[src/hw/rtl/frm_pkg.sv]
// ----------------------------------------------------------------------------
// frm_pkg
// Shared types and constants for the frame rate meter: controller states,
// controller to datapath command and status groups, register indexes.
// ----------------------------------------------------------------------------
package frm_pkg;

	// configuration port
	localparam int unsigned CFG_INDEX_W = 1;
	localparam int unsigned CFG_DATA_W  = 16;

	localparam logic [CFG_INDEX_W-1:0] CFG_AVG_WINDOW  = 1'b0;
	localparam logic [CFG_INDEX_W-1:0] CFG_RATE_WINDOW = 1'b1;

	localparam logic [CFG_DATA_W-1:0] AVG_WINDOW_RST  = 16'd20;
	localparam logic [CFG_DATA_W-1:0] RATE_WINDOW_RST = 16'd1000;

	// payload widths fixed by the port list
	localparam int unsigned FIELD_W = 32;

	typedef enum logic [2:0] {
		ST_IDLE,
		ST_CALC,
		ST_CHECK,
		ST_DIV_AVG,
		ST_DIV_RATE,
		ST_DONE
	} frm_state_t;

	// controller to datapath
	typedef struct packed {
		logic load_in;
		logic update;
		logic div_start;
		logic div_rate;
		logic write_avg;
		logic write_rate;
		logic finish;
	} frm_cmd_t;

	// datapath to controller
	typedef struct packed {
		logic short_fire;
		logic long_fire;
		logic div_done;
	} frm_sts_t;

endpackage

[src/hw/rtl/frm_div.sv]
// ----------------------------------------------------------------------------
// frm_div
// Restoring radix-2 unsigned divider, one quotient bit per cycle. A start
// loads the operands; done pulses for one cycle with the quotient held.
// ----------------------------------------------------------------------------
module frm_div #(
	parameter int unsigned TIME_WIDTH = 32
) (
	input  logic                  clk,
	input  logic                  arst_n,
	input  logic                  start,
	input  logic [TIME_WIDTH-1:0] dividend,
	input  logic [TIME_WIDTH-1:0] divisor,
	output logic                  done,
	output logic [TIME_WIDTH-1:0] quotient
);
	localparam int unsigned CW = $clog2(TIME_WIDTH);

	logic                  busy_q;
	logic                  done_q;
	logic [CW-1:0]         cnt_q;
	logic [TIME_WIDTH-1:0] rem_q;
	logic [TIME_WIDTH-1:0] dvd_q;
	logic [TIME_WIDTH-1:0] dsr_q;

	logic [TIME_WIDTH:0]   shifted;
	logic [TIME_WIDTH:0]   diff;
	logic                  fits;

	// one trial subtraction per cycle
	assign shifted = {rem_q, dvd_q[TIME_WIDTH-1]};
	assign diff    = shifted - {1'b0, dsr_q};
	assign fits    = shifted >= {1'b0, dsr_q};

	// iteration control
	always_ff @(posedge clk or negedge arst_n) begin
		if (!arst_n) begin
			busy_q <= 1'b0;
			done_q <= 1'b0;
			cnt_q  <= '0;
		end else if (start) begin
			busy_q <= 1'b1;
			done_q <= 1'b0;
			cnt_q  <= CW'(TIME_WIDTH - 1);
		end else if (busy_q) begin
			if (cnt_q == '0) begin
				busy_q <= 1'b0;
				done_q <= 1'b1;
			end else begin
				cnt_q <= cnt_q - 1'b1;
			end
		end else begin
			done_q <= 1'b0;
		end
	end

	// remainder and quotient shift
	always_ff @(posedge clk) begin
		if (start) begin
			rem_q <= '0;
			dvd_q <= dividend;
			dsr_q <= divisor;
		end else if (busy_q) begin
			rem_q <= fits ? diff[TIME_WIDTH-1:0] : shifted[TIME_WIDTH-1:0];
			dvd_q <= {dvd_q[TIME_WIDTH-2:0], fits};
		end
	end

	assign done     = done_q;
	assign quotient = dvd_q;

endmodule

[src/hw/rtl/frm_dp.sv]
// ----------------------------------------------------------------------------
// frm_dp
// Datapath: window thresholds, tick state, window counts and sums, the
// shared divider and the output register.
// ----------------------------------------------------------------------------
module frm_dp #(
	parameter int unsigned TIME_WIDTH = 32
) (
	input  logic                            clk,
	input  logic                            arst_n,
	input  logic                            cfg_we,
	input  logic [frm_pkg::CFG_INDEX_W-1:0] cfg_index,
	input  logic [frm_pkg::CFG_DATA_W-1:0]  cfg_data,
	input  logic [frm_pkg::FIELD_W-1:0]     timestamp_ms,
	input  frm_pkg::frm_cmd_t               cmd,
	output frm_pkg::frm_sts_t               sts,
	output logic [frm_pkg::FIELD_W-1:0]     delta_ms,
	output logic [frm_pkg::FIELD_W-1:0]     avg_frame_ms,
	output logic [frm_pkg::FIELD_W-1:0]     frames_per_second,
	output logic [frm_pkg::FIELD_W-1:0]     elapsed_ms,
	output logic [frm_pkg::FIELD_W-1:0]     tick_number
);
	import frm_pkg::*;

	localparam int unsigned W = TIME_WIDTH;

	logic [CFG_DATA_W-1:0] avg_win_q;
	logic [CFG_DATA_W-1:0] rate_win_q;

	logic [W-1:0] now_q;
	logic [W-1:0] prev_q;
	logic [W-1:0] delta_q;
	logic [W-1:0] tick_q;
	logic [W-1:0] scount_q;
	logic [W-1:0] ssum_q;
	logic [W-1:0] lcount_q;
	logic [W-1:0] lsum_q;
	logic [W-1:0] avg_q;
	logic [W-1:0] rate_q;
	logic [W-1:0] elap_q;

	logic [W-1:0] delta;
	logic [W-1:0] elap_next;
	logic [W-1:0] frames_ms;
	logic [W-1:0] div_dividend;
	logic [W-1:0] div_divisor;
	logic [W-1:0] div_quot;
	logic         div_done;

	logic [FIELD_W-1:0] delta_out_q;
	logic [FIELD_W-1:0] avg_out_q;
	logic [FIELD_W-1:0] rate_out_q;
	logic [FIELD_W-1:0] elap_out_q;
	logic [FIELD_W-1:0] tick_out_q;

	// threshold registers
	always_ff @(posedge clk or negedge arst_n) begin
		if (!arst_n) begin
			avg_win_q  <= AVG_WINDOW_RST;
			rate_win_q <= RATE_WINDOW_RST;
		end else if (cfg_we) begin
			case (cfg_index)
				CFG_AVG_WINDOW:  avg_win_q  <= cfg_data;
				CFG_RATE_WINDOW: rate_win_q <= cfg_data;
				default: ;
			endcase
		end
	end

	// input capture
	always_ff @(posedge clk) begin
		if (cmd.load_in) begin
			now_q <= W'(timestamp_ms);
		end
	end

	// wrapping interval since the previous beat
	assign delta = now_q - prev_q;

	// count * 1000 as 1024 - 16 - 8 shifted copies
	assign frames_ms = (lcount_q << 10) - (lcount_q << 4) - (lcount_q << 3);

	assign elap_next = elap_q + avg_q;

	// tick and window state
	always_ff @(posedge clk or negedge arst_n) begin
		if (!arst_n) begin
			prev_q   <= '0;
			delta_q  <= '0;
			tick_q   <= '0;
			scount_q <= '0;
			ssum_q   <= '0;
			lcount_q <= '0;
			lsum_q   <= '0;
			avg_q    <= '0;
			rate_q   <= '0;
			elap_q   <= '0;
		end else begin
			if (cmd.update) begin
				prev_q   <= now_q;
				delta_q  <= delta;
				tick_q   <= tick_q + 1'b1;
				scount_q <= scount_q + 1'b1;
				ssum_q   <= ssum_q + delta;
				lcount_q <= lcount_q + 1'b1;
				lsum_q   <= lsum_q + delta;
			end
			if (cmd.write_avg) begin
				avg_q    <= div_quot;
				scount_q <= '0;
				ssum_q   <= '0;
			end
			if (cmd.write_rate) begin
				rate_q   <= div_quot;
				lcount_q <= '0;
				lsum_q   <= '0;
			end
			if (cmd.finish) begin
				elap_q <= elap_next;
			end
		end
	end

	// divider operand select
	assign div_dividend = cmd.div_rate ? frames_ms : ssum_q;
	assign div_divisor  = cmd.div_rate ? lsum_q    : scount_q;

	frm_div #(
		.TIME_WIDTH(TIME_WIDTH)
	) u_div (
		.clk      (clk),
		.arst_n   (arst_n),
		.start    (cmd.div_start),
		.dividend (div_dividend),
		.divisor  (div_divisor),
		.done     (div_done),
		.quotient (div_quot)
	);

	// window triggers
	assign sts.short_fire = ssum_q > W'(avg_win_q);
	assign sts.long_fire  = lsum_q > W'(rate_win_q);
	assign sts.div_done   = div_done;

	// result register
	always_ff @(posedge clk) begin
		if (cmd.finish) begin
			delta_out_q <= FIELD_W'(delta_q);
			avg_out_q   <= FIELD_W'(avg_q);
			rate_out_q  <= FIELD_W'(rate_q);
			elap_out_q  <= FIELD_W'(elap_next);
			tick_out_q  <= FIELD_W'(tick_q);
		end
	end

	assign delta_ms          = delta_out_q;
	assign avg_frame_ms      = avg_out_q;
	assign frames_per_second = rate_out_q;
	assign elapsed_ms        = elap_out_q;
	assign tick_number       = tick_out_q;

endmodule

[src/hw/rtl/frm_ctrl.sv]
// ----------------------------------------------------------------------------
// frm_ctrl
// Controller: sequences one beat through update, window checks and the
// shared divider, and owns the input ready and output valid.
// ----------------------------------------------------------------------------
module frm_ctrl (
	input  logic              clk,
	input  logic              arst_n,
	input  logic              in_valid,
	output logic              in_ready,
	output logic              out_valid,
	input  logic              out_ready,
	input  frm_pkg::frm_sts_t sts,
	output frm_pkg::frm_cmd_t cmd
);
	import frm_pkg::*;

	frm_state_t state_q;
	frm_state_t state_next;
	logic       out_valid_q;
	logic       out_free;

	assign out_free = !out_valid_q || out_ready;

	// state register
	always_ff @(posedge clk or negedge arst_n) begin
		if (!arst_n) begin
			state_q <= ST_IDLE;
		end else begin
			state_q <= state_next;
		end
	end

	// next state and commands
	always_comb begin
		state_next = state_q;
		cmd        = '0;
		in_ready   = 1'b0;
		case (state_q)
			ST_IDLE: begin
				in_ready = 1'b1;
				if (in_valid) begin
					cmd.load_in = 1'b1;
					state_next  = ST_CALC;
				end
			end
			ST_CALC: begin
				cmd.update = 1'b1;
				state_next = ST_CHECK;
			end
			ST_CHECK: begin
				if (sts.short_fire) begin
					cmd.div_start = 1'b1;
					state_next    = ST_DIV_AVG;
				end else if (sts.long_fire) begin
					cmd.div_start = 1'b1;
					cmd.div_rate  = 1'b1;
					state_next    = ST_DIV_RATE;
				end else begin
					state_next = ST_DONE;
				end
			end
			ST_DIV_AVG: begin
				if (sts.div_done) begin
					cmd.write_avg = 1'b1;
					if (sts.long_fire) begin
						cmd.div_start = 1'b1;
						cmd.div_rate  = 1'b1;
						state_next    = ST_DIV_RATE;
					end else begin
						state_next = ST_DONE;
					end
				end
			end
			ST_DIV_RATE: begin
				cmd.div_rate = 1'b1;
				if (sts.div_done) begin
					cmd.write_rate = 1'b1;
					state_next     = ST_DONE;
				end
			end
			ST_DONE: begin
				if (out_free) begin
					cmd.finish = 1'b1;
					state_next = ST_IDLE;
				end
			end
			default: begin
				state_next = ST_IDLE;
			end
		endcase
	end

	// output valid
	always_ff @(posedge clk or negedge arst_n) begin
		if (!arst_n) begin
			out_valid_q <= 1'b0;
		end else if (cmd.finish) begin
			out_valid_q <= 1'b1;
		end else if (out_ready) begin
			out_valid_q <= 1'b0;
		end
	end

	assign out_valid = out_valid_q;

endmodule

[src/hw/rtl/frame_rate_meter_top.sv]
// ----------------------------------------------------------------------------
// frame_rate_meter_top
// Frame timing statistics from one millisecond timestamp per frame: wrapped
// delta, short window average frame time, long window frame rate, elapsed
// time and tick count.
//
//   channel  handshake              payload
//   in       in_valid / in_ready    timestamp_ms
//   out      out_valid / out_ready  delta_ms, avg_frame_ms, frames_per_second,
//                                   elapsed_ms, tick_number
//   cfg      cfg_we                 cfg_index, cfg_data (write only)
//
// One beat at a time; each window that fires adds a division on the shared
// radix-2 divider.
// Reset clears control and window state; thresholds return to 20 and 1000 ms.
// A finished result waits in the output register; the next beat is taken
// meanwhile and stalls only at its own end if the result is still pending.
// ----------------------------------------------------------------------------
module frame_rate_meter_top #(
	parameter int unsigned TIME_WIDTH = 32
) (
	input  logic                            clk,
	input  logic                            arst_n,
	input  logic                            cfg_we,
	input  logic [frm_pkg::CFG_INDEX_W-1:0] cfg_index,
	input  logic [frm_pkg::CFG_DATA_W-1:0]  cfg_data,
	input  logic                            in_valid,
	output logic                            in_ready,
	input  logic [frm_pkg::FIELD_W-1:0]     timestamp_ms,
	output logic                            out_valid,
	input  logic                            out_ready,
	output logic [frm_pkg::FIELD_W-1:0]     delta_ms,
	output logic [frm_pkg::FIELD_W-1:0]     avg_frame_ms,
	output logic [frm_pkg::FIELD_W-1:0]     frames_per_second,
	output logic [frm_pkg::FIELD_W-1:0]     elapsed_ms,
	output logic [frm_pkg::FIELD_W-1:0]     tick_number
);
	import frm_pkg::*;

	frm_cmd_t cmd;
	frm_sts_t sts;

	frm_ctrl u_ctrl (
		.clk       (clk),
		.arst_n    (arst_n),
		.in_valid  (in_valid),
		.in_ready  (in_ready),
		.out_valid (out_valid),
		.out_ready (out_ready),
		.sts       (sts),
		.cmd       (cmd)
	);

	frm_dp #(
		.TIME_WIDTH(TIME_WIDTH)
	) u_dp (
		.clk               (clk),
		.arst_n            (arst_n),
		.cfg_we            (cfg_we),
		.cfg_index         (cfg_index),
		.cfg_data          (cfg_data),
		.timestamp_ms      (timestamp_ms),
		.cmd               (cmd),
		.sts               (sts),
		.delta_ms          (delta_ms),
		.avg_frame_ms      (avg_frame_ms),
		.frames_per_second (frames_per_second),
		.elapsed_ms        (elapsed_ms),
		.tick_number       (tick_number)
	);

`ifndef SYNTHESIS
	// a taken beat is worked on before the next one is taken
	a_one_beat: assert property (@(posedge clk) disable iff (!arst_n)
		in_valid && in_ready |=> !in_ready)
		else $error("input taken while a beat is in progress");

	// every divider result is consumed by a window update
	a_div_used: assert property (@(posedge clk) disable iff (!arst_n)
		sts.div_done |-> cmd.write_avg || cmd.write_rate)
		else $error("divider result dropped");

	// a new result never overwrites one still pending
	a_no_overwrite: assert property (@(posedge clk) disable iff (!arst_n)
		cmd.finish |-> !out_valid || out_ready)
		else $error("pending result overwritten");
`endif

endmodule
[config.mk]
export PLATFORM = sky130hd
export DESIGN_NAME = frame_rate_meter_top
export DESIGN_NICKNAME = d
export VERILOG_FILES = /design/src/hw/rtl/frm_pkg.sv /design/src/hw/rtl/frm_div.sv /design/src/hw/rtl/frm_dp.sv /design/src/hw/rtl/frm_ctrl.sv /design/src/hw/rtl/frame_rate_meter_top.sv
export SDC_FILE = /design/constraint.sdc
export NUM_CORES = 1
export LEC_CHECK = 0
export ABC_CLOCK_PERIOD_IN_PS = 15200
export CORE_ASPECT_RATIO = 0.9
export CORE_MARGIN = 10
export CORE_UTILIZATION = 40
export DETAILED_ROUTE_END_ITERATION = 10
export DONT_BUFFER_PORTS = 1
export PLACE_DENSITY = 0.55
export SYNTH_ARGS = -nofsm -noshare
export SYNTH_HDL_FRONTEND = slang
export SYNTH_SLANG_ARGS = --single-unit
export TNS_END_PERCENT = 50
[constraint.sdc]
create_clock -name clk -period 15.2 [get_ports clk]
set_input_delay 1.52 -clock clk [delete_from_list [all_inputs] [get_ports clk]]
set_output_delay 1.52 -clock clk [all_outputs]
set_load 0.02 [all_outputs]
==> results.json, run 1 <==
{
  "diodes": 0,
  "wire_per_inst_microns": 19.6,
  "endpoint": "u_dp.ssum_q[31]",
  "path_max_fanout": 8,
  "globalplace.congestion": 0.918,
  "drive_above_1_share": 0.0684,
  "cts_tree": "built",
  "critPathLaunch": "u_dp.now_q[0]",
  "dp_hpwl_mm": 67.7,
  "post-route-min-period_ps": 5450,
  "grt_antenna_before_repair": 4,
  "power_density_nw_per_um2": 94.8,
  "hold_path_class": "register to register",
  "ant_nets": 0,
  "grt_max_degree": 361,
  "cts.sinks": 648,
  "ir_drop_mv": 0.0791,
  "firstDrtPassIters": 5,
  "p_leak_nw": 18.2,
  "portBuffers": 0,
  "r2r_start": "u_dp.now_q[0]",
  "synth_nets": 3927,
  "clock_skew_ps": 23.6,
  "die_width_microns": 335,
  "p_comb_frac": 0.009,
  "dieArea_sq_um": 102000,
  "post-route-period-util": 0.358,
  "p_int_mw": 2.96,
  "path_clk_slew_ps": 60,
  "drv_cap": 0,
  "cts_resized": 0,
  "p_switching_mw": 0.781,
  "grt_pass1_wl_mm": 147,
  "async_reset_ff_frac": 0.556,
  "pwr-share-clk": 0.503,
  "via_per_inst": 5.38,
  "synthCells": 3586,
  "violations": "slew limit",
  "clock_path_buffers": 3,
  "synthesis.area_sq_um": 35800,
  "numCtsBuffers": 75,
  "synth_edf_count": 256,
  "synth-seq-cells": 648,
  "critPathKind": "register to register",
  "rsz0062_at_grt": "no",
  "netlist_top_cells_area": "dfrtp_1, edfxtp_1, ha_1",
  "yosysWarningCount": 0,
  "drc": 0,
  "initial_core_util": 0.406,
  "rows": 103,
  "finalHoldViolations": 0,
  "maxSlewHeadroom": -0.453,
  "finalSetupViolations": 0,
  "synth-main-ff-cell": "dfrtp_1",
  "synth_common_cells": "nand2_1, dfrtp_1, ha_1",
  "cts_htree_levels": 3,
  "postCtsSetupBuffers": 0,
  "die_h_microns": 304,
  "insertion_delay_ps": 640,
  "grt_use_total": 0.180,
  "cts_root_buf": "clkbuf_16",
  "syn_area_per_cell_sq_um": 9.97,
  "fp.coreArea_sq_um": 88100,
  "r2r-end": "u_dp.ssum_q[31]",
  "status": "finished, violations left",
  "nNetsFinal": 3904,
  "reg2reg_depth": 22,
  "first_global_vias": 24800,
  "cp.required_ps": 15690,
  "wl_mm": 93.8,
  "r2r_slack_ps": 9750,
  "overflow": 0,
  "vias": 25700,
  "yosysMostFrequentCell": "nand2_1",
  "io_pins": 216,
  "drt-initial-drc-count": 1874,
  "maxClockFrequency_ghz": 0.184,
  "tns_ps": 0,
  "slew_viol_final": 218,
  "syn2layout_area_growth_pct": 10.5,
  "ys_seq_area_frac": 0.485,
  "cp-start-kind": "register",
  "synth_top_area_cell": "dfrtp_1",
  "whs_ps": 443,
  "cts_hold_buf": 0,
  "critPathArrivalTime_ps": 5940,
  "worstMarginPinSlew_ps": 2180,
  "switching_share": 0.209,
  "synth_top_area_share": 0.246,
  "seqPwrFrac": 0.488,
  "critPathCaptureType": "register",
  "synth_cell_types": 88
}
-- metrics by stage --
step | instance area (sq um) | instances | utilization | total power [mW] | setup slack (ps)
2_1_floorplan | 35800 | 3586 | - | 1.89 | 7770
3_3_place_gp | 36900 | 4641 | 0.419 | 1.89 | 9930
3_5_place_dp | 36900 | 4641 | 0.419 | 1.89 | 9840
4_1_cts | 39500 | 4781 | 0.448 | 3.80 | 9790
5_1_grt | 39500 | 4781 | 0.448 | 3.87 | 9280
6_report | 39500 | 4781 | 0.448 | 3.75 | 9750
-- layout by cell type, fill, tap and decap left out, types with 30 or more instances in the layout --
| cell | instances |
|---|---|
| a21o_1 | 97 |
| ha_1 | 261 |
| a21oi_1 | 187 |
| dfrtp_1 | 352 |
| and3_1 | 42 |
| o21ai_0 | 220 |
| nor3_1 | 41 |
| a31oi_1 | 31 |
| edfxtp_1 | 256 |
| xor2_1 | 83 |
| inv_1 | 197 |
| mux2_2 | 64 |
| dfxtp_1 | 32 |
| o211ai_1 | 30 |
| nand4_1 | 37 |
| clkbuf_16 | 78 |
| nand2_1 | 642 |
| nand3_1 | 109 |
| xnor2_1 | 144 |
| nor2_1 | 206 |
-- worst min-delay path by stage --
stage,slack (ps),start,end,cells after the start
5_1_grt,450,u_dp.rate_q[18],u_dp.frames_per_second[18],0
3_3_place_gp,430,u_dp.delta_q[22],u_dp.delta_ms[22],0
2_1_floorplan,420,u_dp.delta_q[13],u_dp.delta_ms[13],0
6_report,440,u_dp.rate_q[18],u_dp.frames_per_second[18],0
4_1_cts,440,u_dp.rate_q[28],u_dp.frames_per_second[28],0
3_5_place_dp,430,u_dp.delta_q[14],u_dp.delta_ms[14],0
-- cell type report --
class	count	area, sq um
tap	1155	1450
clock inverter	36	482
fill	8370	48600
inverter	201	762
multi-input combinational	2613	17200
sequential	648	17300
timing repair buffer	24	180
clock buffer	104	2090
-- worst max-delay path, stage by stage, from the launching register on --
cell      delay, ps
edfxtp_1        360
inv_1            70
ha_1            190
fa_1            230
nor2b_1          60
o21a_1          170
o21ai_0         250
a21oi_1         190
o211ai_1        300
a21oi_1         200
o41ai_1         590
a21boi_0        600
ha_1            430
a21o_1          190
a21o_1          170
a21oi_1         140
o21bai_1         80
a21o_1          180
a221oi_1        260
o21ai_0         130
xor3_1          230
o211ai_1        170
o31ai_1          90
-- routing by layer --
metal  wire (microns)  track usage
met1            45400        0.256
met2            41500        0.279
met3             4510       0.0318
met4             2300       0.0485
met5               46            0
-- power by group through the flow --
stage	Clock, mW	Sequential (mW)	Combinational, mW
4_1_cts	1.94	1.83	0.0344
3_5_place_dp	0	1.86	0.0341
5_1_grt	2.01	1.83	0.0392
6_report	1.88	1.83	0.0335
3_3_place_gp	0	1.86	0.0333
2_1_floorplan	0	1.86	0.0265
-- logic make-up after synthesis --
group | count (synthesis) | share of synthesized area
compound gates | 801 | 0.142
xor+xnor | 229 | 0.0569
fa+ha+maj | 287 | 0.106
buf+inv | 325 | 0.0349
flops | 648 | 0.485
mux | 74 | 0.0230
simple gates | 1222 | 0.152
Note: power is estimated with default switching activity, not from simulation.
==> run 2: changes to the inputs <==
--- a/config.mk
+++ b/config.mk
@@ -5,7 +5,7 @@
 export SDC_FILE = /design/constraint.sdc
 export NUM_CORES = 1
 export LEC_CHECK = 0
-export ABC_CLOCK_PERIOD_IN_PS = 15200
+export ABC_CLOCK_PERIOD_IN_PS = 5400
 export CORE_ASPECT_RATIO = 0.9
 export CORE_MARGIN = 10
 export CORE_UTILIZATION = 40
==> constraint.sdc (replaced) <==
create_clock -name clk -period 5.4 [get_ports clk]
set_input_delay 0.54 -clock clk [delete_from_list [all_inputs] [get_ports clk]]
set_output_delay 0.54 -clock clk [all_outputs]
set_load 0.02 [all_outputs]
==> run 2 against run 1 <==
The flow finishes with violations (hold timing). Clock-buffer cell count is 2 lower. Sequential share of layout area down 0.64 points. Sequential cell count is the same. Final cell count is 1.3% higher. Global-route usage is 0.27 points higher. Sequential power grew to 2.8 times the previous value. Clock skew up 11 ps. Routed wire length is 1.5% higher. Critical path type unchanged. Largest power group unchanged.
==> results.json, run 2 (same netlist as run 1, synthesis figures left out) <==
{
  "rows": 103,
  "met1_length_mm": 46.1,
  "ir_drop_mv": 0.250,
  "hold_path_class": "input port to asynchronous set/reset pin",
  "wire_per_inst_microns": 19.6,
  "cpLargestDelayFamily": "compound AO/OA/AOI/OAI gates",
  "syn2layout_area_growth_pct": 12.2,
  "wl_met3_mm": 4.79,
  "numCtsBuffers": 75,
  "cp.required_ps": 5880,
  "path_max_fanout": 8,
  "post-route-min-period_ps": 5060,
  "finalHoldViolations": 352,
  "postCtsSetupBuffers": 0,
  "power_density_nw_per_um2": 262,
  "critPathCaptureType": "register",
  "maxSlewHeadroom": 0.0747,
  "first_global_vias": 25300,
  "placed_area_sq_um": 37100,
  "cts_htree_levels": 3,
  "top_layer": "met4",
  "reg2reg_depth": 22,
  "slew_viol_final": 0,
  "cp-start-kind": "register",
  "nNetsFinal": 3967,
  "fp.coreArea_sq_um": 88100,
  "firstDrtPassIters": 5,
  "whs_ps": -348,
  "cts.sinks": 648,
  "switching_share": 0.211,
  "violations": "hold timing",
  "maxClockFrequency_ghz": 0.198,
  "drc": 0,
  "status": "finished, violations left",
  "path_clk_slew_ps": 60,
  "p_int_mw": 8.31,
  "grt_pass1_wl_mm": 149,
  "final_cell_mix": "nand2_1, dfrtp_1, ha_1",
  "p_leak_nw": 18.5,
  "drv_cap": 0,
  "seqPwrFrac": 0.489,
  "dp_hpwl_mm": 68.6,
  "grt_use_total": 0.183,
  "path_buf_inv": 2,
  "wl_mm": 95.1,
  "slowest_delay_ps": 410,
  "pwr-share-clk": 0.500,
  "slowest_stage": "edfxtp_1",
  "diodes": 0,
  "grt_antenna_before_repair": 1,
  "worstMarginPinSlew_ps": 1390,
  "cts_tree": "built",
  "p_comb_frac": 0.011,
  "globalplace.congestion": 0.892,
  "io_pins": 216,
  "cts_root_buf": "clkbuf_16",
  "tns_ps": 0,
  "finalSetupViolations": 0,
  "vias": 26000,
  "rsz0062_at_grt": "no",
  "r2r_slack_ps": 340,
  "r2r-end": "u_dp.ssum_q[31]",
  "grt_max_degree": 361,
  "via_per_inst": 5.36,
  "insertion_delay_ps": 640,
  "drive_above_1_share": 0.0737,
  "wl_met2_mm": 42.2,
  "clock_path_buffers": 3,
  "ant_nets": 0,
  "die_h_microns": 304,
  "initial_core_util": 0.406,
  "cts_hold_buf": 44,
  "overflow": 0,
  "portBuffers": 0,
  "clock_skew_ps": 34.2,
  "post-route-period-util": 0.937,
  "cp_common_cell": "a21o_1",
  "final_common_cell": "nand2_1",
  "dieArea_sq_um": 102000,
  "cp_cell_sequence": "ha_1, nor2b_1, o21a_1, o21ai_0, a21oi_2, o211ai_1, a21oi_1, o41ai_2, buf_4, a21boi_0, buf_4, ha_1, a21o_1, a21o_1, a21oi_1, o21bai_1, a21o_1, a221oi_1, o21ai_0, xor3_1, o211ai_1, o31ai_1",
  "drt-initial-drc-count": 1838,
  "die_width_microns": 335,
  "critPathKind": "register to register",
  "critPathArrivalTime_ps": 5540,
  "p_switching_mw": 2.22,
  "r2r_start": "u_dp.now_q[2]",
  "final_design_area_no_fill_sq_um": 40100
}
==> run 2: through the flow <==
step / power [mW] / hold WS (ps) / util / setup slack [ps] / cells
floorplan: 5.31 / 244 / - / 737 / 3586
global placement: 5.33 / 292 / 0.421 / 233 / 4660
detailed placement: 5.33 / 299 / 0.421 / 225 / 4660
CTS: 10.7 / -399 / 0.455 / 192 / 4844
global route: 10.9 / -391 / 0.455 / 9.44 / 4844
finish: 10.5 / -348 / 0.455 / 342 / 4844
==> run 2: worst max path at each step <==
stage,from,end,slack [ps],cells past startpoint
final,u_dp.now_q[2],u_dp.ssum_q[31],340,22
after global routing,u_dp.prev_q[1],u_dp.lsum_q[29],9,21
after CTS,u_dp.prev_q[0],u_dp.lsum_q[31],190,20
after detailed placement,u_dp.now_q[0],u_dp.ssum_q[29],230,23
after global placement,u_dp.prev_q[0],u_dp.lsum_q[31],230,20
after floorplan,u_dp.prev_q[0],u_dp.lsum_q[31],740,22
==> run 2: cell type report <==
cell class	count	area [sq um]
Timing Repair Buffer	87	788
Sequential cell	648	17300
Tap cell	1155	1450
Multi-Input combinational cell	2613	17200
Clock inverter	38	448
Fill cell	8316	48000
Clock buffer	102	2080
Inverter	201	762
==> run 2: power groups by stage <==
| stage | Combinational, mW | Clock (mW) | Sequential [mW] |
|---|---|---|---|
| final | 0.120 | 5.26 | 5.14 |
| after global routing | 0.139 | 5.59 | 5.14 |
| after CTS | 0.122 | 5.41 | 5.14 |
| after detailed placement | 0.0949 | 0 | 5.24 |
| after global placement | 0.0929 | 0 | 5.24 |
| after floorplan | 0.0746 | 0 | 5.24 |
==> run 2: routing by layer <==
layer  up-vias  global-route usage
met5         -            0.000483
li1      12800                   -
met4         0              0.0470
met3       120              0.0294
met1     12500               0.263
met2       588               0.284
==> run 2: timing repair <==
| item | CTS | global route |
|---|---|---|
| endpoints found under the setup margin | 0 | 9 |
| gates resized for setup | 0 | 9 |
| endpoints found under the hold margin | 396 | 352 |
